### config.mk
export PLATFORM = sky130hd
export DESIGN_NAME = spectral_flux_peak_hold_meter_unit
export DESIGN_NICKNAME = d
export VERILOG_FILES = /design/src/rtl/core/sfphm_pkg.sv /design/src/rtl/core/spectral_flux_peak_hold_meter_unit.sv /design/src/rtl/core/sfphm_bin_mem.sv /design/src/rtl/core/sfphm_bass.sv /design/src/rtl/core/sfphm_out_fifo.sv
export VERILOG_INCLUDE_DIRS = /design/src /design/src/rtl/core
export SDC_FILE = /design/constraint.sdc
export NUM_CORES = 2
export LEC_CHECK = 0
export ABC_CLOCK_PERIOD_IN_PS = 10200
export BUFFER_PORTS_ARGS = -buffer_cell sky130_fd_sc_hd__clkbuf_2
export CAP_MARGIN = 20
export CORE_ASPECT_RATIO = 1.1
export CORE_MARGIN = 5
export CORE_UTILIZATION = 40
export DETAILED_ROUTE_END_ITERATION = 8
export SLEW_MARGIN = 10
export SYNTH_ARGS = -nofsm -noshare
export SYNTH_HDL_FRONTEND = slang
export SYNTH_SLANG_ARGS = --single-unit
### constraint.sdc
create_clock -name clk_i -period 10.2 [get_ports clk_i]
set_input_delay 2.04 -clock clk_i [delete_from_list [all_inputs] [get_ports clk_i]]
set_output_delay 2.04 -clock clk_i [all_outputs]
set_load 0.005 [all_outputs]
### src/rtl/core/assert_macros.svh
// Assertion macros shared by the meter RTL.
`ifndef ASSERT_MACROS_SVH
`define ASSERT_MACROS_SVH

// Check a property on every clock edge outside reset.
`define ASSERT_PROP(lbl, clk, rst_n, prop) \
  lbl: assert property (@(posedge clk) disable iff (!(rst_n)) (prop)) \
    else $error("property failed");

// Check that a condition never holds outside reset.
`define ASSERT_NEVER(lbl, clk, rst_n, cond) \
  lbl: assert property (@(posedge clk) disable iff (!(rst_n)) !(cond)) \
    else $error("forbidden condition seen");

`endif

### src/rtl/core/sfphm_pkg.sv
// Shared types, constants and functions of the spectral flux peak-hold meter.
package sfphm_pkg;

  localparam int MAG_W = 16;
  localparam int LVL_W = 8;
  localparam int IDX_W = 6;

  localparam int BINS_DFLT = 64;
  localparam int BASS_BINS_DFLT = 10;
  localparam int OUT_DEPTH_DFLT = 8;

  localparam logic [LVL_W-1:0] FALL_STEP_RST = 8'd10;

  typedef struct packed {
    logic [MAG_W-1:0] mag;
    logic [LVL_W-1:0] held;
  } bin_entry_t;

  typedef struct packed {
    logic             valid;
    logic             add;
    logic             last;
    logic [LVL_W-1:0] rise;
  } bass_req_t;

  typedef struct packed {
    logic [LVL_W-1:0] bass;
    logic [LVL_W-1:0] smooth;
  } bass_stat_t;

  typedef struct packed {
    logic [LVL_W-1:0] smooth;
    logic [LVL_W-1:0] bass;
    logic             frame_end;
    logic [LVL_W-1:0] level;
    logic [IDX_W-1:0] bin_index;
  } out_item_t;

  function automatic logic [LVL_W-1:0] hold_update(logic [LVL_W-1:0] held,
                                                   logic [LVL_W-1:0] target,
                                                   logic [LVL_W-1:0] step);
    logic [LVL_W-1:0] gap;
    gap = held - target;
    if (target >= held) begin
      return target;
    end
    return held - ((gap < step) ? gap : step);
  endfunction

endpackage

### src/rtl/core/spectral_flux_peak_hold_meter_unit.sv
// Top level of the spectral flux peak-hold meter.
//
// Input stream: one signed Q8.8 bin magnitude per request on s_axis_tdata_i,
// bins 0..BINS-1 of each frame in order. Output stream: one result per input,
// carrying bin index, held level and, on the frame's last bin (m_axis_tlast_o
// high), the bass and smoothed bass levels. fall_step is written through
// cfg_we_i / cfg_wdata_i by the user, only while the block idles; not enforced.
//
// Throughput: one bin per cycle while s_axis_tready_o is high. Each bin does
// one read and one write of the per-bin state memory; reads are issued on
// accept and the write back happens in the next cycle, always to a
// different bin. Each bin then passes rise and hold update, bass multiply
// and bass smoothing stages into the output queue.
//
// Reset: fall_step returns to 10, bass state clears, and a clearing pass
// zeroes all BINS state memory entries; s_axis_tready_o stays low meanwhile.
// Stall: results collect in an OUT_DEPTH entry queue; input is taken while
// the queue plus the three pipeline stages have room, so a stalled receiver
// stops the input once the queue and the stages together hold OUT_DEPTH items.
module spectral_flux_peak_hold_meter_unit import sfphm_pkg::*; #(
  parameter int BINS      = BINS_DFLT,
  parameter int BASS_BINS = BASS_BINS_DFLT,
  parameter int OUT_DEPTH = OUT_DEPTH_DFLT
) (
  input  logic        clk_i,
  input  logic        rst_ni,
  input  logic        cfg_we_i,
  input  logic [7:0]  cfg_wdata_i,
  input  logic        s_axis_tvalid_i,
  output logic        s_axis_tready_o,
  input  logic [15:0] s_axis_tdata_i,   // [15:0] magnitude
  output logic        m_axis_tvalid_o,
  input  logic        m_axis_tready_i,
  output logic [31:0] m_axis_tdata_o,   // [5:0] bin_index, [13:6] level,
                                        // [21:14] bass_level,
                                        // [29:22] smooth_bass_level, [31:30] zero
  output logic        m_axis_tlast_o    // frame_end
);

  `include "assert_macros.svh"

  localparam int BinW = $clog2(BINS);
  localparam int CntW = $clog2(OUT_DEPTH + 1);
  localparam int OccW = CntW + 1;

  logic [LVL_W-1:0] fall_step_q;
  logic [BinW-1:0]  bin_cnt_q, bin_cnt_d;
  logic             accept;
  logic             mem_busy;
  bin_entry_t       rd_entry;
  bin_entry_t       wr_entry;

  logic             s1_valid_q;
  logic [MAG_W-1:0] s1_mag_q;
  logic [BinW-1:0]  s1_idx_q;
  logic             s1_last_q;

  logic             s2_valid_q, s3_valid_q;
  logic [IDX_W-1:0] s2_idx_q, s3_idx_q;
  logic [LVL_W-1:0] s2_level_q, s3_level_q;
  logic             s2_last_q, s3_last_q;

  logic signed [MAG_W:0] diff;
  logic [MAG_W-1:0]      pos;
  logic [MAG_W+7:0]      scaled;
  logic [LVL_W-1:0]      rise;
  logic [LVL_W-1:0]      held_new;

  bass_req_t        bass_req;
  bass_stat_t       bass_stat;
  out_item_t        push_item;
  out_item_t        head;
  logic [CntW-1:0]  fifo_cnt;
  logic [OccW-1:0]  occupancy;
  logic             pop;

  assign occupancy = OccW'(fifo_cnt) + OccW'(s1_valid_q) + OccW'(s2_valid_q)
                   + OccW'(s3_valid_q);
  assign s_axis_tready_o = !mem_busy && (occupancy < OccW'(OUT_DEPTH));
  assign accept = s_axis_tvalid_i && s_axis_tready_o;

  assign bin_cnt_d = (bin_cnt_q == BinW'(BINS - 1)) ? '0 : bin_cnt_q + 1'b1;

  always_ff @(posedge clk_i or negedge rst_ni) begin
    if (!rst_ni) begin
      fall_step_q <= FALL_STEP_RST;
      bin_cnt_q   <= '0;
      s1_valid_q  <= 1'b0;
      s2_valid_q  <= 1'b0;
      s3_valid_q  <= 1'b0;
    end else begin
      if (cfg_we_i) begin
        fall_step_q <= cfg_wdata_i;
      end
      if (accept) begin
        bin_cnt_q <= bin_cnt_d;
      end
      s1_valid_q <= accept;
      s2_valid_q <= s1_valid_q;
      s3_valid_q <= s2_valid_q;
    end
  end

  always_ff @(posedge clk_i) begin
    if (accept) begin
      s1_mag_q  <= s_axis_tdata_i;
      s1_idx_q  <= bin_cnt_q;
      s1_last_q <= (bin_cnt_q == BinW'(BINS - 1));
    end
    s2_idx_q   <= IDX_W'(s1_idx_q);
    s2_level_q <= held_new;
    s2_last_q  <= s1_last_q;
    s3_idx_q   <= s2_idx_q;
    s3_level_q <= s2_level_q;
    s3_last_q  <= s2_last_q;
  end

  sfphm_bin_mem #(
    .BINS (BINS)
  ) u_bin_mem (
    .clk_i     (clk_i),
    .rst_ni    (rst_ni),
    .rd_en_i   (accept),
    .rd_addr_i (bin_cnt_q),
    .rd_data_o (rd_entry),
    .wr_en_i   (s1_valid_q),
    .wr_addr_i (s1_idx_q),
    .wr_data_i (wr_entry),
    .busy_o    (mem_busy)
  );

  always_comb begin
    diff   = $signed({s1_mag_q[MAG_W-1], s1_mag_q})
           - $signed({rd_entry.mag[MAG_W-1], rd_entry.mag});
    pos    = diff[MAG_W-1:0];
    scaled = {pos, 8'b0} - {8'b0, pos};
    if (diff[MAG_W] || (diff == '0)) begin
      rise = '0;
    end else if (|scaled[MAG_W+7:16]) begin
      rise = '1;
    end else begin
      rise = scaled[15:8];
    end
    held_new     = hold_update(rd_entry.held, rise, fall_step_q);
    wr_entry.mag  = s1_mag_q;
    wr_entry.held = held_new;
  end

  always_comb begin
    bass_req.valid = s1_valid_q;
    bass_req.add   = (32'(s1_idx_q) < 32'(BASS_BINS));
    bass_req.last  = s1_last_q;
    bass_req.rise  = rise;
  end

  sfphm_bass #(
    .BASS_BINS (BASS_BINS)
  ) u_bass (
    .clk_i       (clk_i),
    .rst_ni      (rst_ni),
    .fall_step_i (fall_step_q),
    .req_i       (bass_req),
    .stat_o      (bass_stat)
  );

  always_comb begin
    push_item.bin_index = s3_idx_q;
    push_item.level     = s3_level_q;
    push_item.frame_end = s3_last_q;
    push_item.bass      = bass_stat.bass;
    push_item.smooth    = bass_stat.smooth;
  end

  assign pop = m_axis_tvalid_o && m_axis_tready_i;

  sfphm_out_fifo #(
    .DEPTH (OUT_DEPTH)
  ) u_out_fifo (
    .clk_i       (clk_i),
    .rst_ni      (rst_ni),
    .push_i      (s3_valid_q),
    .push_data_i (push_item),
    .pop_i       (pop),
    .head_o      (head),
    .count_o     (fifo_cnt)
  );

  assign m_axis_tvalid_o = (fifo_cnt != '0);
  assign m_axis_tdata_o  = {2'b00, head.smooth, head.bass, head.level, head.bin_index};
  assign m_axis_tlast_o  = head.frame_end;

  `ASSERT_PROP(a_occupancy_bound, clk_i, rst_ni, occupancy <= OccW'(OUT_DEPTH))
  `ASSERT_PROP(a_last_bin_index, clk_i, rst_ni,
               (m_axis_tvalid_o && m_axis_tlast_o) |->
               (m_axis_tdata_o[5:0] == IDX_W'(BINS - 1)))

endmodule

### src/rtl/core/sfphm_bin_mem.sv
// Per-bin state memory: previous magnitude and held level, with clearing pass.
module sfphm_bin_mem import sfphm_pkg::*; #(
  parameter int BINS = BINS_DFLT
) (
  input  logic                    clk_i,
  input  logic                    rst_ni,
  input  logic                    rd_en_i,
  input  logic [$clog2(BINS)-1:0] rd_addr_i,
  output bin_entry_t              rd_data_o,
  input  logic                    wr_en_i,
  input  logic [$clog2(BINS)-1:0] wr_addr_i,
  input  bin_entry_t              wr_data_i,
  output logic                    busy_o
);

  `include "assert_macros.svh"

  localparam int AddrW = $clog2(BINS);

  bin_entry_t       mem_q [BINS];
  bin_entry_t       rd_data_q;
  logic             clr_busy_q, clr_busy_d;
  logic [AddrW-1:0] clr_addr_q, clr_addr_d;

  always_comb begin
    clr_busy_d = clr_busy_q;
    clr_addr_d = clr_addr_q;
    if (clr_busy_q) begin
      if (clr_addr_q == AddrW'(BINS - 1)) begin
        clr_busy_d = 1'b0;
      end else begin
        clr_addr_d = clr_addr_q + 1'b1;
      end
    end
  end

  always_ff @(posedge clk_i or negedge rst_ni) begin
    if (!rst_ni) begin
      clr_busy_q <= 1'b1;
      clr_addr_q <= '0;
    end else begin
      clr_busy_q <= clr_busy_d;
      clr_addr_q <= clr_addr_d;
    end
  end

  always_ff @(posedge clk_i) begin
    if (clr_busy_q) begin
      mem_q[clr_addr_q] <= '0;
    end else if (wr_en_i) begin
      mem_q[wr_addr_i] <= wr_data_i;
    end
    if (rd_en_i) begin
      rd_data_q <= mem_q[rd_addr_i];
    end
  end

  assign rd_data_o = rd_data_q;
  assign busy_o    = clr_busy_q;

  `ASSERT_NEVER(a_rd_wr_same_entry, clk_i, rst_ni,
                rd_en_i && wr_en_i && (rd_addr_i == wr_addr_i))

endmodule

### src/rtl/core/sfphm_bass.sv
// Bass rise accumulator, reciprocal divide and smoothed bass tracker.
module sfphm_bass import sfphm_pkg::*; #(
  parameter int BASS_BINS = BASS_BINS_DFLT
) (
  input  logic             clk_i,
  input  logic             rst_ni,
  input  logic [LVL_W-1:0] fall_step_i,
  input  bass_req_t        req_i,
  output bass_stat_t       stat_o
);

  localparam int SumW  = $clog2(BASS_BINS * 255 + 1);
  localparam int Shift = SumW + $clog2(BASS_BINS);
  localparam int RecW  = Shift + 1;
  localparam logic [RecW-1:0] Recip = RecW'((2 ** Shift + BASS_BINS - 1) / BASS_BINS);
  localparam int ProdW = SumW + RecW;

  logic [SumW-1:0]  sum_q, sum_d;
  logic [SumW-1:0]  total;
  logic [SumW-1:0]  s2_total_q;
  logic             s2_last_q;
  logic [ProdW-1:0] product;
  logic [LVL_W-1:0] s3_bass_q;
  logic             s3_last_q;
  logic [LVL_W-1:0] smooth_q;
  logic [LVL_W-1:0] smooth_next;

  always_comb begin
    total = sum_q + (req_i.add ? SumW'(req_i.rise) : '0);
    sum_d = sum_q;
    if (req_i.valid) begin
      sum_d = req_i.last ? '0 : total;
    end
  end

  assign product     = ProdW'(s2_total_q) * ProdW'(Recip);
  assign smooth_next = hold_update(smooth_q, s3_bass_q, fall_step_i);

  always_ff @(posedge clk_i or negedge rst_ni) begin
    if (!rst_ni) begin
      sum_q     <= '0;
      s2_last_q <= 1'b0;
      s3_last_q <= 1'b0;
      smooth_q  <= '0;
    end else begin
      sum_q     <= sum_d;
      s2_last_q <= req_i.valid && req_i.last;
      s3_last_q <= s2_last_q;
      if (s3_last_q) begin
        smooth_q <= smooth_next;
      end
    end
  end

  always_ff @(posedge clk_i) begin
    s2_total_q <= total;
    s3_bass_q  <= product[Shift +: LVL_W];
  end

  assign stat_o.bass   = s3_last_q ? s3_bass_q : '0;
  assign stat_o.smooth = s3_last_q ? smooth_next : '0;

endmodule

### src/rtl/core/sfphm_out_fifo.sv
// Result queue between the compute pipeline and the output stream.
module sfphm_out_fifo import sfphm_pkg::*; #(
  parameter int DEPTH = OUT_DEPTH_DFLT
) (
  input  logic                       clk_i,
  input  logic                       rst_ni,
  input  logic                       push_i,
  input  out_item_t                  push_data_i,
  input  logic                       pop_i,
  output out_item_t                  head_o,
  output logic [$clog2(DEPTH+1)-1:0] count_o
);

  `include "assert_macros.svh"

  localparam int PtrW = $clog2(DEPTH);
  localparam int CntW = $clog2(DEPTH + 1);

  out_item_t       mem_q [DEPTH];
  logic [PtrW-1:0] wr_ptr_q, wr_ptr_d;
  logic [PtrW-1:0] rd_ptr_q, rd_ptr_d;
  logic [CntW-1:0] cnt_q, cnt_d;

  always_comb begin
    wr_ptr_d = wr_ptr_q;
    rd_ptr_d = rd_ptr_q;
    cnt_d    = cnt_q;
    if (push_i) begin
      wr_ptr_d = (wr_ptr_q == PtrW'(DEPTH - 1)) ? '0 : wr_ptr_q + 1'b1;
    end
    if (pop_i) begin
      rd_ptr_d = (rd_ptr_q == PtrW'(DEPTH - 1)) ? '0 : rd_ptr_q + 1'b1;
    end
    if (push_i && !pop_i) begin
      cnt_d = cnt_q + 1'b1;
    end else if (pop_i && !push_i) begin
      cnt_d = cnt_q - 1'b1;
    end
  end

  always_ff @(posedge clk_i or negedge rst_ni) begin
    if (!rst_ni) begin
      wr_ptr_q <= '0;
      rd_ptr_q <= '0;
      cnt_q    <= '0;
    end else begin
      wr_ptr_q <= wr_ptr_d;
      rd_ptr_q <= rd_ptr_d;
      cnt_q    <= cnt_d;
    end
  end

  always_ff @(posedge clk_i) begin
    if (push_i) begin
      mem_q[wr_ptr_q] <= push_data_i;
    end
  end

  assign head_o  = mem_q[rd_ptr_q];
  assign count_o = cnt_q;

  `ASSERT_NEVER(a_no_overflow, clk_i, rst_ni,
                push_i && !pop_i && (cnt_q == CntW'(DEPTH)))

endmodule

**Yosys cells after proc, flatten, opt, wreduce, memory -nomap -nowiden**

Memory sizes are Yosys's and may differ from the RTL's. A register that Yosys moved wholly into a read port is not among the register bits.
Cells that the tools add are included.

- Bitwise gates (word level): 1
- $add $sub $neg: 16
- Equal/unequal tests: 4
- Multiplexer cells: 31
- Reductions and logical operators: 16
- Magnitude comparators: 6
- Multiply operators: 1

Operator list:

| operator | number |
|---|---|
| 8-bit two-way mux | 11 |
| 8-bit subtractor | 4 |
| 24-bit two-way mux | 1 |
| 24-bit OR reduction | 1 |
| 24-bit by 16-bit subtractor with 24-bit output | 1 |
| 12-bit by 12-bit multiplier with 23-bit output, second input constant | 1 |
| 17-bit logical NOT | 1 |
| 16-bit by 16-bit subtractor with 17-bit output | 1 |
| 8-bit >= comparator | 2 |
| 8-bit less-than comparator | 2 |
| 12-bit adder | 1 |
| 6-bit by 1-bit adder with 6-bit output, second input constant | 2 |
| 6-bit == test, second input constant | 2 |
| 1-bit two-way mux | 12 |
| 12-bit two-way mux | 1 |
| 6-bit two-way mux | 2 |
| 5-bit by 1-bit adder with 5-bit output | 2 |
| 4-bit two-way mux | 2 |
| 8-bit OR reduction | 1 |
| 3-bit by 1-bit adder with 3-bit output, second input constant | 2 |
| 3-bit == test, second input constant | 2 |
| 1-bit logical AND | 6 |
| 6-bit by 4-bit less-than comparator with 1-bit output, second input constant | 1 |
| 3-bit two-way mux | 2 |
| other kinds (10) | 12 |

- Bits of input ports: 29
- Bits in registers: 129
- Memories: 2
- Output and inout bits: 35
- RAM bits: 1,784

Memory list:

| name | depth | bits a word | rd ports | clocked after Yosys merged registers in | wr ports | line | RTL |
|---|---|---|---|---|---|---|---|
| u_bin_mem.mem_q | 64 | 24 | 1 | 1 | 1 | sfphm_bin_mem.sv:20 | `bin_entry_t mem_q [BINS];` |
| u_out_fifo.mem_q | 8 | 31 | 1 | 0 | 1 | sfphm_out_fifo.sv:19 | `out_item_t mem_q [DEPTH];` |

**Depth between registers and ports, before layout**

- Word-level depth: 11
- Gate-level depth with buffers: 47
- Mapped depth without buffers: 45

**Hierarchy**

A second synthesis with hierarchy kept.

- Cells, all modules: 4,180
- Area total of the unflattened synthesis: 80,020.5 µm²

Modules (own cells, without submodules):

| module | times used | sequential area each (µm²) | area each (µm²) | cells each |
|---|---|---|---|---|
| sfphm_bin_mem | 1 | 47,021.3 | 59,726.0 | 2,652 |
| sfphm_out_fifo | 1 | 7,697.4 | 10,078.4 | 421 |
| sfphm_bass | 1 | 950.9 | 5,230.0 | 569 |
| spectral_flux_peak_hold_meter_unit | 1 | 1,719.1 | 4,986.0 | 538 |

**Least setup slack after synthesis**

OpenSTA, ideal clock, no wires.

- Path type: reg-to-reg
- From: register s1_mag_q[7]
- To: memory u_bin_mem.mem_q[0][7] (netlist bit) (data pin)
- Slack: -0.353 ns
- Cell stages (with the launch flop): 43
- Library setup time: 0.552 ns
- Path buffers: 1
- Data required time: 9.648 ns
- Arrival time: 10.000 ns
- Cell sequence: edfxtp_1 > ha_1 > a21oi_1 > o21ai_2 > a2111oi_0 > a211oi_1 > o21a_1 > or2_2 > ha_1 > inv_1 > or3_1 > a2111o_1 > a211oi_2 > and2_1 > buf_6 > nand2_1 > o21ai_0 > ha_1 > [7 not listed] > xnor2_1 > ha_1 > nor2_1 > a21oi_1 > mux2_2 > inv_1 > ha_1 > nor2b_1 > o21ai_0 > nand2b_1 > a21oi_1 > nor2b_1 > o21ai_0 > nand2b_1 > a21oi_1 > xnor2_1 > xnor2_1 > o22ai_1

- Longest elaborated chain between the ends: 11
- Elaborated cells on any way between the ends: 16

Ends and longest elaborated chain:

| item | line | RTL |
|---|---|---|
| start, declared | spectral_flux_peak_hold_meter_unit.sv:54 | `logic [MAG_W-1:0] s1_mag_q;` |
| start signal, assigned | spectral_flux_peak_hold_meter_unit.sv:106 | `s1_mag_q <= s_axis_tdata_i;` |
| 16-bit by 16-bit subtractor with 17-bit output * | spectral_flux_peak_hold_meter_unit.sv:134 | `- $signed({rd_entry.mag[MAG_W-1], rd_entry.mag});` |
| 24-bit by 16-bit subtractor with 24-bit output | spectral_flux_peak_hold_meter_unit.sv:136 | `scaled = {pos, 8'b0} - {8'b0, pos};` |
| 8-bit OR reduction | spectral_flux_peak_hold_meter_unit.sv:139 | `end else if (\|scaled[MAG_W+7:16]) begin` |
| 8-bit two-way mux | spectral_flux_peak_hold_meter_unit.sv:139 |  |
| 8-bit two-way mux * | spectral_flux_peak_hold_meter_unit.sv:137 | `if (diff[MAG_W] \|\| (diff == '0)) begin` |
| 8-bit subtractor | sfphm_pkg.sv:43 | `gap = held - target;` |
| 8-bit less-than comparator | sfphm_pkg.sv:47 | `return held - ((gap < step) ? gap : step);` |
| 8-bit two-way mux | sfphm_pkg.sv:47 |  |
| 8-bit subtractor | sfphm_pkg.sv:47 |  |
| 8-bit two-way mux * | sfphm_pkg.sv:47 |  |
| 24-bit two-way mux (no line) * | -- |  |
| end, declared | sfphm_bin_mem.sv:20 |  |

Mark *: on every way between the ends. The rest lies on a longest branch, timed or not. The select of a mux whose other input is x is not followed.

**Final worst setup path**

- From: register s1_mag_q[0]
- To: memory u_bin_mem.mem_q[32][7] (netlist bit) (data pin)

Same word-level chain as after synthesis.

==> results.json <==
{
  "grt_first_pass_wirelength_mm": 283,
  "synthFlopType": "edfxtp_1",
  "finalSetupViolations": 0,
  "rows": 170,
  "hpwlAfterDp_mm": 112,
  "seq_area_frac_synth_pct": 72.9,
  "maxSlewHeadroom_pct": 23.7,
  "cap_violations": 0,
  "grt_max_degree": 138,
  "worstReg2RegStart": "s1_mag_q[0]",
  "final_area_mm2": 0.0896,
  "drc": 0,
  "ys_types": 72,
  "fillers": 16200,
  "io_pins": 64,
  "ant_nets": 0,
  "worst_pin_slew_ps": 1140,
  "wire_per_inst_um": 29.5,
  "ys_ff_latch": 1937,
  "multiInputGateArea_mm2": 0.0210,
  "finalSetupTns_ps": 0,
  "slew_violations": 0,
  "post_dp_cell_area_mm2": 0.0832,
  "cts.sinks": 1937,
  "drtPass1Iterations": 6,
  "grt.total_usage_pct": 19.2,
  "synth_warnings": 0,
  "cts_tree": "done",
  "final_common_cell": "edfxtp_1",
  "r2r_end": "u_bin_mem.mem_q[32][7]",
  "synth-edff-count": 1831,
  "timing_worst_setup_path_type": "reg2reg",
  "postCtsHoldBufs": 0,
  "cpPeakStageDelay_ps": 450,
  "critPathLaunchType": "flip-flop",
  "holdCritPathClass": "reg2reg",
  "die_h_um": 475,
  "whs_path_depth": 0,
  "wl_met1_mm": 80.3,
  "dr_wl_met3_mm": 11.7,
  "crit_arrival_ps": 10170,
  "drtIter0Drc": 3801,
  "r2r_slack_ps": 540,
  "p_leak_nw": 29.4,
  "wl_mm": 197,
  "slowest_stage": "or4_4",
  "synthCells": 3731,
  "syn_area_mm2": 0.0787,
  "cts_root_buffer": "clkbuf_16",
  "dr_wl_met2_mm": 99.2,
  "worstHoldStart": "s2_idx_q[0]",
  "drive_gt1_share_pct": 28.6,
  "first_global_vias": 38700,
  "min_period_over_period_pct": 94.7,
  "finalPower_w": 0.0292,
  "numCtsBuffers": 192,
  "grt_overflow": 0,
  "cp_max_fo": 48,
  "fmax_mhz": 104,
  "register_area_mm2": 0.0574,
  "crit_path_end_kind": "flip-flop",
  "start_util_pct": 40.3,
  "worst_path_most_repeated_cell": "ha_1",
  "dieArea_mm2": 0.206,
  "via_per_inst": 5.67,
  "grt_antenna_before_repair": 17,
  "coreArea_mm2": 0.195,
  "top_layer_used": "met4",
  "dp_cells": 6321,
  "cts_max_path_buffers": 3,
  "routed-via-count": 38000,
  "clk_pin_slew_ps": 60,
  "post_layout_nonfiller_instances": 6699,
  "clock_latency_ps": 840,
  "place.gp.congestion": 0.841,
  "async_reset_ff_share_pct": 2.89,
  "hold_viol_final": 0,
  "die_w_um": 433,
  "cts_max_level": 4,
  "status": "finished, final reports clean",
  "syn_area_per_cell_um2": 21.1,
  "reg2reg_depth": 44,
  "port_buffers": 61,
  "peakVddDrop_v": 0.000438,
  "hold_end": "s3_idx_q[0]",
  "final_nets": 4181,
  "syn2layout_area_growth_pct": 13.8,
  "required_ps": 10710,
  "worst_clock_skew_ps": 63.0,
  "power_density_mw_per_mm2": 326,
  "finalCriticalPeriod_ps": 9660,
  "layout_common_cells": "1831 x edfxtp_1, 566 x mux4_2, 195 x clkbuf_16, 163 x ha_1, 122 x inv_1"
}
worst max path at each step:
| stage | slack [ps] | from | depth (start not counted) | endpoint |
|---|---|---|---|---|
| 2_1_floorplan | 80 | s1_mag_q[7] | 31 | u_bin_mem.mem_q[0][0] |
| 3_3_place_gp | 310 | s1_mag_q[7] | 37 | u_bin_mem.mem_q[40][6] |
| 3_5_place_dp | 5 | s1_mag_q[0] | 39 | u_bin_mem.mem_q[46][6] |
| 4_1_cts | 30 | s1_mag_q[7] | 42 | u_bin_mem.mem_q[32][7] |
| 5_1_grt | -10 | s1_mag_q[0] | 44 | u_bin_mem.mem_q[32][7] |
| 6_report | 540 | s1_mag_q[0] | 44 | u_bin_mem.mem_q[32][7] |
per-layer routing:
metal / vias up / global-route usage [%]
li1: 15800 / -
met1: 20600 / 25.8
met2: 1298 / 32.3
met3: 288 / 3.16
met4: 0 / 6.11
met5: - / 0
state kept, by name, summed over array words and instances, names as in the netlist, 12 cells and up:
register             count
u_bass.sum_q            12
u_out_fifo.mem_q       248
u_bin_mem.rd_data_o     24
u_bass.s2_total_q       12
u_bin_mem.mem_q       1536
s1_mag_q                16
power by group:
part           internal [W]  total [W]  switching (W)
Combinational       0.00475     0.0115        0.00671
Clock               0.00395    0.00697        0.00302
Sequential           0.0103     0.0108       0.000472
stage by stage:
stage | util (%) | hold slack [ps] | setup WS, ps
final | 45.9 | 295 | 541
after global routing | 45.8 | 299 | -12.8
after CTS | 45.7 | 297 | 25.2
after detailed placement | 42.6 | 312 | 5.06
after global placement | 42.6 | 313 | 308
after floorplan | - | 310 | 81.7
cell type report:
type | instances | share of cell area [%]
Antenna cell | 16 | 0.0447
Clock buffer | 252 | 5.74
Clock inverter | 102 | 1.17
Inverter | 123 | 0.515
Multi-Input combinational cell | 1521 | 23.4
Sequential cell | 1937 | 64.1
Tap cell | 2580 | 3.60
Timing Repair Buffer | 168 | 1.47
kinds of logic (layout without fill, tap and decap cells):
logic type | after synthesis | after routing | synth area share, %
simple gates | 383 | 383 | 2.35
xor+xnor | 69 | 69 | 0.768
other cells | 1 | 18 | 0.00476
flops | 1937 | 1937 | 72.9
compound gates | 237 | 237 | 1.95
fa+ha+maj | 210 | 210 | 3.77
mux | 620 | 620 | 16.9
buf+inv | 274 | 645 | 1.33
cells in the mapped netlist (12+ instances only):
master / count / area share [%]
o21a_1: 15 / 0.14
ha_1: 163 / 2.6
o21ai_0: 61 / 0.39
nand3_1: 15 / 0.095
buf_1: 41 / 0.20
mux2i_1: 15 / 0.19
a21oi_1: 51 / 0.32
mux4_2: 566 / 16
nor3_1: 19 / 0.12
nand4_1: 13 / 0.10
nor2b_1: 16 / 0.13
fa_1: 46 / 1.2
a21o_1: 26 / 0.25
nand2_1: 78 / 0.37
xor2_1: 20 / 0.22
nand2b_1: 24 / 0.19
clkbuf_1: 106 / 0.51
edfxtp_1: 1831 / 70
and2_1: 23 / 0.18
nand3b_1: 12 / 0.11
dfxtp_1: 50 / 1.3
dfrtp_1: 53 / 1.7
nor2_1: 148 / 0.71
xnor2_1: 49 / 0.55
inv_1: 123 / 0.59
mux2_2: 39 / 0.56
critical path, delay by kind of cell, from the launching register on:
family	cells	cell delay, ps
AOI/OAI and AO/OA	17	3370
xor gates and xnor gates	2	440
adders and majority gates	7	2150
buffers and inverters	4	420
DFF	1	330
muxes	1	330
and+or+nand+nor	13	2240
what timing repair did:
item                       4_1_cts  5_1_grt
setup endpoints to repair       64      285
setup buffers                    0        2
resized for setup                1        6
pin swaps                        0        1
Power figures use the tool's default switching activity.
